`config.mk`:
```
export PLATFORM = sky130hd
export DESIGN_NAME = first_match_packet_rule_table
export DESIGN_NICKNAME = d
export VERILOG_FILES = /design/src/design/fmprt_pkg.sv /design/src/design/first_match_packet_rule_table.sv /design/src/design/fmprt_ctrl.sv /design/src/design/fmprt_dp.sv
export SDC_FILE = /design/constraint.sdc
export NUM_CORES = 2
export LEC_CHECK = 0
export ABC_AREA = 1
export BUFFER_PORTS_ARGS = -buffer_cell sky130_fd_sc_hd__clkbuf_2
export CAP_MARGIN = 20
export CORE_MARGIN = 8
export CORE_UTILIZATION = 45
export CTS_CLUSTER_DIAMETER = 50
export DETAILED_ROUTE_END_ITERATION = 12
export HOLD_SLACK_MARGIN = 0.12
export SLEW_MARGIN = 20
export SYNTH_ARGS = -nofsm -noshare
export SYNTH_HDL_FRONTEND = slang
export SYNTH_SLANG_ARGS = --single-unit
```
`constraint.sdc`:
```
create_clock -name clk_i -period 12.5 [get_ports clk_i]
set_clock_uncertainty 0.15 [all_clocks]
set_input_delay 0.625 -clock clk_i [delete_from_list [all_inputs] [get_ports clk_i]]
set_output_delay 0.625 -clock clk_i [all_outputs]
set_load 0.01 [all_outputs]
```
`src/design/fmprt_pkg.sv`:
```
// ----------------------------------------------------------------------------
// fmprt_pkg: shared types for the first-match packet rule table
// Item formats, action codes, rule entry layout and the control interface
// between controller and datapath.
// ----------------------------------------------------------------------------
package fmprt_pkg;

  localparam int unsigned MaxRulesDflt = 16;

  // action codes; code 3 is unused, leaves the table unchanged and gives an empty result
  typedef enum logic [1:0] {
    ActLookup = 2'd0,
    ActAppend = 2'd1,
    ActClear  = 2'd2
  } action_e;

  typedef struct packed {
    logic [1:0]  action;
    logic [31:0] src_ip;
    logic [31:0] dst_ip;
    logic [7:0]  protocol;
    logic [15:0] src_port;
    logic [15:0] dst_port;
    logic [7:0]  verdict_value;
  } rule_in_t;

  typedef struct packed {
    logic [7:0] verdict;
    logic       hit;
    logic       status;
  } rule_out_t;

  // one stored rule
  typedef struct packed {
    logic [31:0] src_ip;
    logic [31:0] dst_ip;
    logic [7:0]  protocol;
    logic [15:0] src_port;
    logic [15:0] dst_port;
    logic [7:0]  verdict;
  } rule_t;

  typedef struct packed {
    logic load_item;   // capture accepted item
    logic res_clear;   // start a new result
    logic drop;        // append dropped, flag in status
    logic append;      // write item as new rule
    logic tbl_clear;   // empty the table
    logic scan_start;  // read entry 0
    logic scan_step;   // read next entry
    logic hit;         // capture verdict of compared entry
    logic finish;      // move result into output register
  } dp_cmd_t;

  typedef struct packed {
    logic is_lookup;
    logic is_append;
    logic is_clear;
    logic empty;
    logic full;
    logic match;       // compared entry matches the item
    logic last;        // compared entry is the newest rule
    logic out_free;    // output register can take a result
  } dp_status_t;

endpackage

```
`src/design/first_match_packet_rule_table.sv`:
```
// ----------------------------------------------------------------------------
// first_match_packet_rule_table: five-tuple packet filter, first match wins
// Append, clear and lookup over an insertion-ordered rule table.
// ----------------------------------------------------------------------------
// Append, clear and unused actions go from execute straight to finish; a lookup on a
//   non-empty table first scans the rules oldest first, one per cycle, until a match or the newest rule.
// One item at a time: the next item is taken the cycle after the result moves into the
//   output register.
// Reset: asynchronous, clears the controller, the rule count and output valid.
//   Rule storage is not cleared; entries at or beyond the count are never read.
module first_match_packet_rule_table #(
  parameter int unsigned MAX_RULES = fmprt_pkg::MaxRulesDflt
) (
  input  logic                 clk_i,
  input  logic                 rst_ni,
  // item channel
  input  logic                 in_valid_i,
  output logic                 in_stall_o,
  input  fmprt_pkg::rule_in_t  in_data_i,
  // result channel
  output logic                 out_valid_o,
  input  logic                 out_stall_i,
  output fmprt_pkg::rule_out_t out_data_o
);
  import fmprt_pkg::*;

  dp_cmd_t    cmd;
  dp_status_t status;

  // sequencer: idle -> execute -> scan (lookups) -> hand result off
  fmprt_ctrl u_ctrl (
    .clk_i      (clk_i),
    .rst_ni     (rst_ni),
    .in_valid_i (in_valid_i),
    .in_stall_o (in_stall_o),
    .status_i   (status),
    .cmd_o      (cmd)
  );

  // rule memory, compare logic and output register
  fmprt_dp #(
    .MAX_RULES (MAX_RULES)
  ) u_dp (
    .clk_i       (clk_i),
    .rst_ni      (rst_ni),
    .in_data_i   (in_data_i),
    .out_valid_o (out_valid_o),
    .out_stall_i (out_stall_i),
    .out_data_o  (out_data_o),
    .cmd_i       (cmd),
    .status_o    (status)
  );

endmodule

```
`src/design/fmprt_ctrl.sv`:
```
// ----------------------------------------------------------------------------
// fmprt_ctrl: controller for the rule table
// One-hot state machine that sequences execute, scan and result hand-off.
// ----------------------------------------------------------------------------
module fmprt_ctrl (
  input  logic                  clk_i,
  input  logic                  rst_ni,
  input  logic                  in_valid_i,
  output logic                  in_stall_o,
  input  fmprt_pkg::dp_status_t status_i,
  output fmprt_pkg::dp_cmd_t    cmd_o
);
  import fmprt_pkg::*;

  typedef enum logic [3:0] {
    StIdle   = 4'b0001,
    StExec   = 4'b0010,
    StScan   = 4'b0100,
    StFinish = 4'b1000
  } state_e;

  state_e state_q, state_d;

  assign in_stall_o = (state_q != StIdle);

  always_comb begin
    state_d = state_q;
    cmd_o   = '0;
    unique case (state_q)
      StIdle: begin
        if (in_valid_i) begin
          cmd_o.load_item = 1'b1;
          state_d         = StExec;
        end
      end
      StExec: begin
        cmd_o.res_clear = 1'b1;
        if (status_i.is_lookup && !status_i.empty) begin
          cmd_o.scan_start = 1'b1;
          state_d          = StScan;
        end else begin
          if (status_i.is_append) begin
            cmd_o.drop   = status_i.full;
            cmd_o.append = !status_i.full;
          end
          cmd_o.tbl_clear = status_i.is_clear;
          state_d         = StFinish;
        end
      end
      StScan: begin
        priority if (status_i.match) begin
          cmd_o.hit = 1'b1;
          state_d   = StFinish;
        end else if (status_i.last) begin
          state_d = StFinish;
        end else begin
          cmd_o.scan_step = 1'b1;
        end
      end
      StFinish: begin
        if (status_i.out_free) begin
          cmd_o.finish = 1'b1;
          state_d      = StIdle;
        end
      end
      default: state_d = StIdle;
    endcase
  end

  always_ff @(posedge clk_i or negedge rst_ni) begin
    if (!rst_ni) begin
      state_q <= StIdle;
    end else begin
      state_q <= state_d;
    end
  end

endmodule

```
`src/design/fmprt_dp.sv`:
```
// ----------------------------------------------------------------------------
// fmprt_dp: datapath for the rule table
// Rule memory, rule count, item register, scan compare and output register.
// ----------------------------------------------------------------------------
module fmprt_dp #(
  parameter int unsigned MAX_RULES = fmprt_pkg::MaxRulesDflt
) (
  input  logic                  clk_i,
  input  logic                  rst_ni,
  input  fmprt_pkg::rule_in_t   in_data_i,
  output logic                  out_valid_o,
  input  logic                  out_stall_i,
  output fmprt_pkg::rule_out_t  out_data_o,
  input  fmprt_pkg::dp_cmd_t    cmd_i,
  output fmprt_pkg::dp_status_t status_o
);
  import fmprt_pkg::*;

  localparam int unsigned IdxW = (MAX_RULES > 1) ? $clog2(MAX_RULES) : 1;
  localparam int unsigned CntW = $clog2(MAX_RULES + 1);
  localparam logic [CntW-1:0] MaxCnt = CntW'(MAX_RULES);

  rule_in_t             item_q;
  rule_t                mem_q [MAX_RULES];
  rule_t                rd_data_q;
  logic                 rd_en;
  logic [IdxW-1:0]      rd_addr;
  logic [IdxW-1:0]      cmp_idx_q;
  logic [CntW-1:0]      count_q;
  rule_out_t            res_q;
  rule_out_t            out_q;
  logic                 out_valid_q;
  rule_t                wr_rule;

  // item register
  always_ff @(posedge clk_i) begin
    if (cmd_i.load_item) begin
      item_q <= in_data_i;
    end
  end

  // rule memory: one write, one registered read per cycle
  assign wr_rule = '{src_ip:   item_q.src_ip,
                     dst_ip:   item_q.dst_ip,
                     protocol: item_q.protocol,
                     src_port: item_q.src_port,
                     dst_port: item_q.dst_port,
                     verdict:  item_q.verdict_value};

  assign rd_en   = cmd_i.scan_start || cmd_i.scan_step;
  assign rd_addr = cmd_i.scan_start ? '0 : IdxW'(cmp_idx_q + 1'b1);

  always_ff @(posedge clk_i) begin
    if (cmd_i.append) begin
      mem_q[count_q[IdxW-1:0]] <= wr_rule;
    end
  end

  always_ff @(posedge clk_i) begin
    if (rd_en) begin
      rd_data_q <= mem_q[rd_addr];
    end
  end

  // index of the entry held in rd_data_q
  always_ff @(posedge clk_i) begin
    if (rd_en) begin
      cmp_idx_q <= rd_addr;
    end
  end

  always_ff @(posedge clk_i or negedge rst_ni) begin
    if (!rst_ni) begin
      count_q <= '0;
    end else if (cmd_i.tbl_clear) begin
      count_q <= '0;
    end else if (cmd_i.append) begin
      count_q <= count_q + 1'b1;
    end
  end

  // zero in a rule field is a wildcard
  logic m_sip, m_dip, m_pr, m_sp, m_dp;
  assign m_sip = (rd_data_q.src_ip   == '0) || (rd_data_q.src_ip   == item_q.src_ip);
  assign m_dip = (rd_data_q.dst_ip   == '0) || (rd_data_q.dst_ip   == item_q.dst_ip);
  assign m_pr  = (rd_data_q.protocol == '0) || (rd_data_q.protocol == item_q.protocol);
  assign m_sp  = (rd_data_q.src_port == '0) || (rd_data_q.src_port == item_q.src_port);
  assign m_dp  = (rd_data_q.dst_port == '0) || (rd_data_q.dst_port == item_q.dst_port);

  // result under construction
  always_ff @(posedge clk_i) begin
    if (cmd_i.res_clear) begin
      res_q <= '{verdict: '0, hit: 1'b0, status: cmd_i.drop};
    end else if (cmd_i.hit) begin
      res_q <= '{verdict: rd_data_q.verdict, hit: 1'b1, status: 1'b0};
    end
  end

  // output register
  always_ff @(posedge clk_i or negedge rst_ni) begin
    if (!rst_ni) begin
      out_valid_q <= 1'b0;
    end else if (cmd_i.finish) begin
      out_valid_q <= 1'b1;
    end else if (!out_stall_i) begin
      out_valid_q <= 1'b0;
    end
  end

  always_ff @(posedge clk_i) begin
    if (cmd_i.finish) begin
      out_q <= res_q;
    end
  end

  assign out_valid_o = out_valid_q;
  assign out_data_o  = out_q;

  always_comb begin
    status_o           = '0;
    unique case (action_e'(item_q.action))
      ActLookup: status_o.is_lookup = 1'b1;
      ActAppend: status_o.is_append = 1'b1;
      ActClear:  status_o.is_clear  = 1'b1;
      default:   ;
    endcase
    status_o.empty    = (count_q == '0);
    status_o.full     = (count_q == MaxCnt);
    status_o.match    = m_sip && m_dip && m_pr && m_sp && m_dp;
    status_o.last     = ((CntW'(cmp_idx_q) + 1'b1) == count_q);
    status_o.out_free = !out_valid_q || !out_stall_i;
  end

endmodule
```
== Word-level counts from Yosys, hierarchy flattened ==
Memory sizes are Yosys's and may differ from the RTL's. A register that Yosys moved wholly into a read port is not among the register bits.
Index checks and enable logic that the tools add are counted.
Word-level totals
  bits in read-only memories: 0
  bits in latches: 0
  register bits: 148
  bits of input ports: 118
  logic and storage cells: 95
  memories: 1
  RAM bits: 1792
  output and inout bits: 12
Memories
  u_dp.mem_q: depth 16, bits a word 112, read ports 1, clocked after memory_dff 1, write ports 1, line fmprt_dp.sv:24  | rule_t mem_q [MAX_RULES];
Cells by class
  reduce and logical (&&, ||, !) cells: 26
  shifts and indexed selects: 0
  $mul: 0
  equality and inequality tests: 18
  div/mod/pow operators: 0
  add/sub/neg operators: 3
  magnitude comparators: 0
  muxes and demuxes: 30
  bitwise logic cells: 0
Operator list (number)
  $eq 32x32->1: 2
  $logic_not 32->1: 2
  $eq 16x16->1: 2
  $logic_not 16->1: 2
  $mux 4: 6
  $mux 1: 17
  $pmux 4 s4: 1
  $mux 5: 3
  $eq 8x8->1: 1
  $logic_not 8->1: 1
  $logic_or 1x1->1: 7
  $add 4x1->5 const B: 1
  $add 5x1->5 const B: 1
  $eq 5x5->1: 1
  $eq 5x5->1 const B: 1
  $logic_and 1x1->1: 5
  $logic_not 5->1: 1
  $add 4x1->4 const B: 1
  $eq 4x1->1 const B: 1
  $eq 4x2->1 const B: 1
  $eq 4x3->1 const B: 1
  $eq 4x4->1 const B: 1
  $logic_not 1->1: 4
  $mux 2: 2
  other kinds (10): 12

== Depth between registers and ports, before layout ==
  depth in word-level cells: 10
  gate-level depth with buffers: 15
  depth with buffers taken out: 14

== Cells and area by module ==
Synthesis repeated with hierarchy kept, for this count alone.
Unflattened totals
  cells, all modules: 5755
  area, all modules: 79845.3 um^2
By module, submodules not included
  fmprt_dp: times used 1, seq. area each 61378.9 um^2, cells each 5704, area each 79531.3 um^2
  fmprt_ctrl: times used 1, seq. area each 101.3 um^2, cells each 51, area each 314.1 um^2

== Worst setup path after synthesis ==
No wires, ideal clock.
  kind: register to register
  from: register u_ctrl.state_q[2]
  to: memory u_dp.mem_q[7][0] in the netlist's numbering (enable)
  data required time: 11630 ps
  path slack: 2730 ps
  period minus slack after synthesis: 9770 ps
  buffers on the path: 0
  setup time: 720 ps
  arrival time: 8899 ps
  stages on the path, launching flop included: 8
  cells stage by stage: dfrtp_1 > inv_1 > nand2_1 > nor3_4 > nand3_1 > nor2_1 > nand2_1 > nor3_1
Between the ends
  longest elaborated chain between the ends: 4
RTL lines
  start, declared: line fmprt_ctrl.sv:22  | state_e state_q, state_d;
  start signal, assigned: line fmprt_ctrl.sv:72  | state_q <= StIdle;
  start signal, assigned: line fmprt_ctrl.sv:74  | state_q <= state_d;
  $eq 4x2->1: line fmprt_ctrl.sv:29  | unique case (state_q)
  $mux 5: line fmprt_ctrl.sv:29
  $mux 1: line fmprt_dp.sv:54  | if (cmd_i.append) begin
  $mux 1 (implied by the code): line fmprt_dp.sv:55  | mem_q[count_q[IdxW-1:0]] <= wr_rule;
  end, declared: line fmprt_dp.sv:24
Every way passes these cells.

== Worst setup path after layout ==
  from: register u_dp.count_q[1]
  to: register, netlist name u_dp.rd_data_q[89]
Between the ends
  longest elaborated chain between the ends: 6
  elaborated cells on any way between the ends: 11
  those cells by class: eq/ne (1); mux (6); reduce/logical (4)
RTL lines
  start, declared: line fmprt_dp.sv:29  | logic [CntW-1:0] count_q;
  start signal, assigned: line fmprt_dp.sv:78  | count_q <= count_q + 1'b1;
  $logic_not 5->1: line fmprt_dp.sv:127  | status_o.empty = (count_q == '0);
  $logic_not 1->1: line fmprt_ctrl.sv:38  | if (status_i.is_lookup && !status_i.empty) begin
  $logic_and 1x1->1: line fmprt_ctrl.sv:38
  $mux 1: line fmprt_ctrl.sv:38
  $mux 5: line fmprt_ctrl.sv:29
  $mux 4 or $logic_or 1x1->1 (tied branches): line fmprt_dp.sv:51, fmprt_dp.sv:50
Parallel ways exist; a longest one is shown, timed or not.
A chain may end at the register's enable or synchronous reset.

==> results.md <==
* Net Sw Frac at 0.253
* Crit path capture type: flop
* Ant diodes at 0
* Pwr Density at 176 nW/um^2
* Final worst path period share at 0.416
* Area growth from synthesis to layout at 12.8%
* CTS Buffer Depth at 3
* Worst Max-Slew Pin Slew at roughly 1.2 ns
* Most frequent cells in the layout: edfxtp_1 (2,033), nor2_1 (1,427), o21ai_0 (973)
* DRC at 0
* Die Span X at 439 um
* Post-CTS Resized at 0
* Initial antenna violation count at 0
* Vias in the first global route at between 40,000 and 50,000
* Post-Synth Simple-Gate Area at 0.0926
* Synth area leaders: edfxtp_1 (76%), nor2_1 (6.7%), o21ai_0 (6.0%), o211ai_1 (4.2%), nand2_1 (1.3%)
* Post-synth top flop: edfxtp_1
* Worst-path clk slew at ~0.060 ns
* Num CTS Buffers at ~210
* Final Hold Fails at 0
* Wire length per cell at between 20 and 25 um
* Post-synth top area cell: edfxtp_1
* Setup Fix Bufs, Post-CTS at 0
* Synth top area share at 0.757
* First DRT Iteration DRCs at about 5,100
* Initial Utilization at 0.452
* Post-Route Setup TNS at 0 ns
* Achievable Freq at approximately 0.19 GHz
* Ports at 130
* Remaining Overflow, GRT at 0
* Ys async rst share at 0.00487
* Synth Area in Adders at 0.000776
* WP data required at between 10 and 15 ns
* Mux share of post-synthesis cell area at 0
* CTS Root Cell: clkbuf_16
* Share of cells above drive strength 1 at 0.0849
* Largest net degree at the start of global routing at around 280
* YS warnings at 0
* Crit Path Category: flop to flop
* Max-Cap Viols at 0
* H-tree Lvls at 4
* Cells on Worst Hold Path at 0
* Mean post-synth cell area at between 10 and 15 sq um
* Clk Latency, worst-skew pair at about 0.86 ns
* Switching power at between 4000 and 5000 uW
* CTS tree: yes
* Pins Over Slew Limit at 0
* Synth Net Count at about 6,100
* Hold Crit Start: u_dp.res_q[2]
* Internal power at 12,000 uW
* Main combinational cell family by area after synthesis: compound AO/OA/AOI/OAI gates
* Final HPWL DP at 91.7 mm
* Power consumption at 16,000 uW
* Synth Area in Compound Gates at 0.104
* Logic pwr share at 0.085
* Drt via density at approximately 5.7
* Cell Area, Synth at roughly 80,000 sq um
* Clock Power Share at 0.384
* Die height at around 440 um
* Hold EP: u_dp.out_data_o[2]
* RSZ-0062 raised after global routing: no
* Synth unique cells at 38
* Mapped Cells at 5,954
* Final setup violation count at 0
* FF-to-FF setup slack at 7.31 ns
* Worst rel slew slack at 0.187
* R2r endpoint: u_dp.rd_data_q[89]
* Xor-xnor portion of the synthesized cell area at 0.00967
* First-pass GRT wire length at slightly above 300 mm
* Worst vdd ir at between 100 and 150 uV
* Worst r2r src: u_dp.count_q[1]
* Number of nets with antenna violations after routing at 0
* EDFF count, synth at about 2,000
* HP Class: flop to flop
* Core area at 178,000 sq um
* Vias after detailed routing at between 40,000 and 50,000
* Worst reg2reg path depth at 14
* Die area at approximately 190,000 sq um
* #FFs+latches synth at ~2,100
* Final RePlAce weighted congestion at 0.744
* Worst-path fanout max at between 200 and 300
* Leakage at roughly 0.03 uW
* Startpoint types: flop
* Final wirelength at 208 mm
* Min Tclk post-route at slightly above 5 ns
* Status: finished, final reports clean
* Final #Nets at 6,238
* Flop pwr share at 0.531
* CP arrival at between 5 and 6 ns
* Commonest non-fill, non-tap cell in the layout: edfxtp_1
* Total track usage at 0.210
* Port bufs at roughly 130
* Drt pass-1 iters at 5
* CTS Hold Bufs at 119
* Register area share after synthesis at 0.763
* Row count at 155
* CTS Sinks at 2,052
## registers in the layout, summed over array words and instances (netlist names), 4 cells and up
register and cells:
u_dp.rd_data_q 112, u_dp.res_q 10, u_dp.mem_q 1792, u_ctrl.state_q 4, u_dp.out_data_o 10, u_dp.cmp_idx_q 4
u_dp.count_q 5, u_dp.item_q 114
## cells in the mapped netlist (5+ instances only)
library cell	count
edfxtp_1	2033
nor2_1	1443
o21ai_0	973
o211ai_1	446
nand2_1	275
clkbuf_1	193
nand3_1	150
buf_2	84
inv_1	67
buf_6	65
xnor2_1	61
xor2_1	28
o21ai_1	19
nor4_1	17
buf_4	15
a21oi_1	11
nor3_1	11
buf_1	9
dfrtp_1	9
dfxtp_1	9
ha_1	5
## power by group through the flow
stage	clock network [uW]	registers, uW	logic (uW)
after CTS	6270	8510	1390
after detailed placement	0	8650	1350
final	6160	8520	1370
after global placement	0	8640	1340
after global routing	6510	8550	1530
after floorplan	0	8490	958
## layout make-up
class	count	area, sq um
Inverter	73	310
Multi-Input combinational cell	3456	16900
Clock inverter	152	1310
Timing Repair Buffer	319	2520
Tap cell	2355	2950
Fill cell	14900	87300
Clock buffer	247	5480
Sequential cell	2052	61500
## worst max-delay path, cell delays in order (launching register included)
cell	delay [ns]
dfrtp_1	0.44
inv_1	0.13
ha_1	0.19
nand3_1	0.16
nand2_1	0.11
inv_2	0.05
nand2_4	0.19
nand2_8	0.30
inv_16	0.76
buf_4	0.83
buf_4	0.91
o21ai_0	0.23
o211ai_1	0.16
o211ai_1	0.12
nand2_1	0.10
## routing by layer
layer	wire [um]	vias up	track usage	share of wire
met3	13200	317	0.0299	0.064
met2	99100	1664	0.348	0.48
met4	4730	0	0.0570	0.023
li1	-	22200	-	-
met1	91000	24700	0.295	0.44
met5	0	-	0	0
## how the worst max path moves through the flow
stage / startpoint / endpoint / slack, ns / cells after the start
after floorplan: u_ctrl.state_q[2] / u_dp.mem_q[7][0] / 2.73 / 7
after global placement: u_dp.cmp_idx_q[0] / u_dp.rd_data_q[99] / 7.43 / 9
after detailed placement: u_dp.count_q[1] / u_dp.rd_data_q[89] / 7.35 / 14
after CTS: u_dp.count_q[1] / u_dp.rd_data_q[89] / 7.30 / 14
after global routing: u_dp.count_q[1] / u_dp.rd_data_q[84] / 6.89 / 14
final: u_dp.count_q[1] / u_dp.rd_data_q[89] / 7.31 / 14
## cell families (layout without fill, tap and decap cells)
family | Yosys count | after routing
buffers and inverters | 446 | 791
and+or+nand+nor | 1907 | 1907
xor gates and xnor gates | 89 | 89
DFF | 2052 | 2052
AOI/OAI and AO/OA | 1455 | 1455
adders and majority gates | 5 | 5
## stage by stage
step	utilization	worst slack, ns	std cells	cell area [sq um]	hold slack (ns)
2_1_floorplan	-	2.73	5954	80600	0.179
3_3_place_gp	0.465	7.43	8136	83000	0.256
3_5_place_dp	0.465	7.35	8136	83000	0.269
4_1_cts	0.510	7.30	8654	90900	0.261
5_1_grt	0.510	6.89	8654	90900	0.292
6_report	0.510	7.31	8654	90900	0.283
Note: power is estimated with default switching activity, not from simulation.
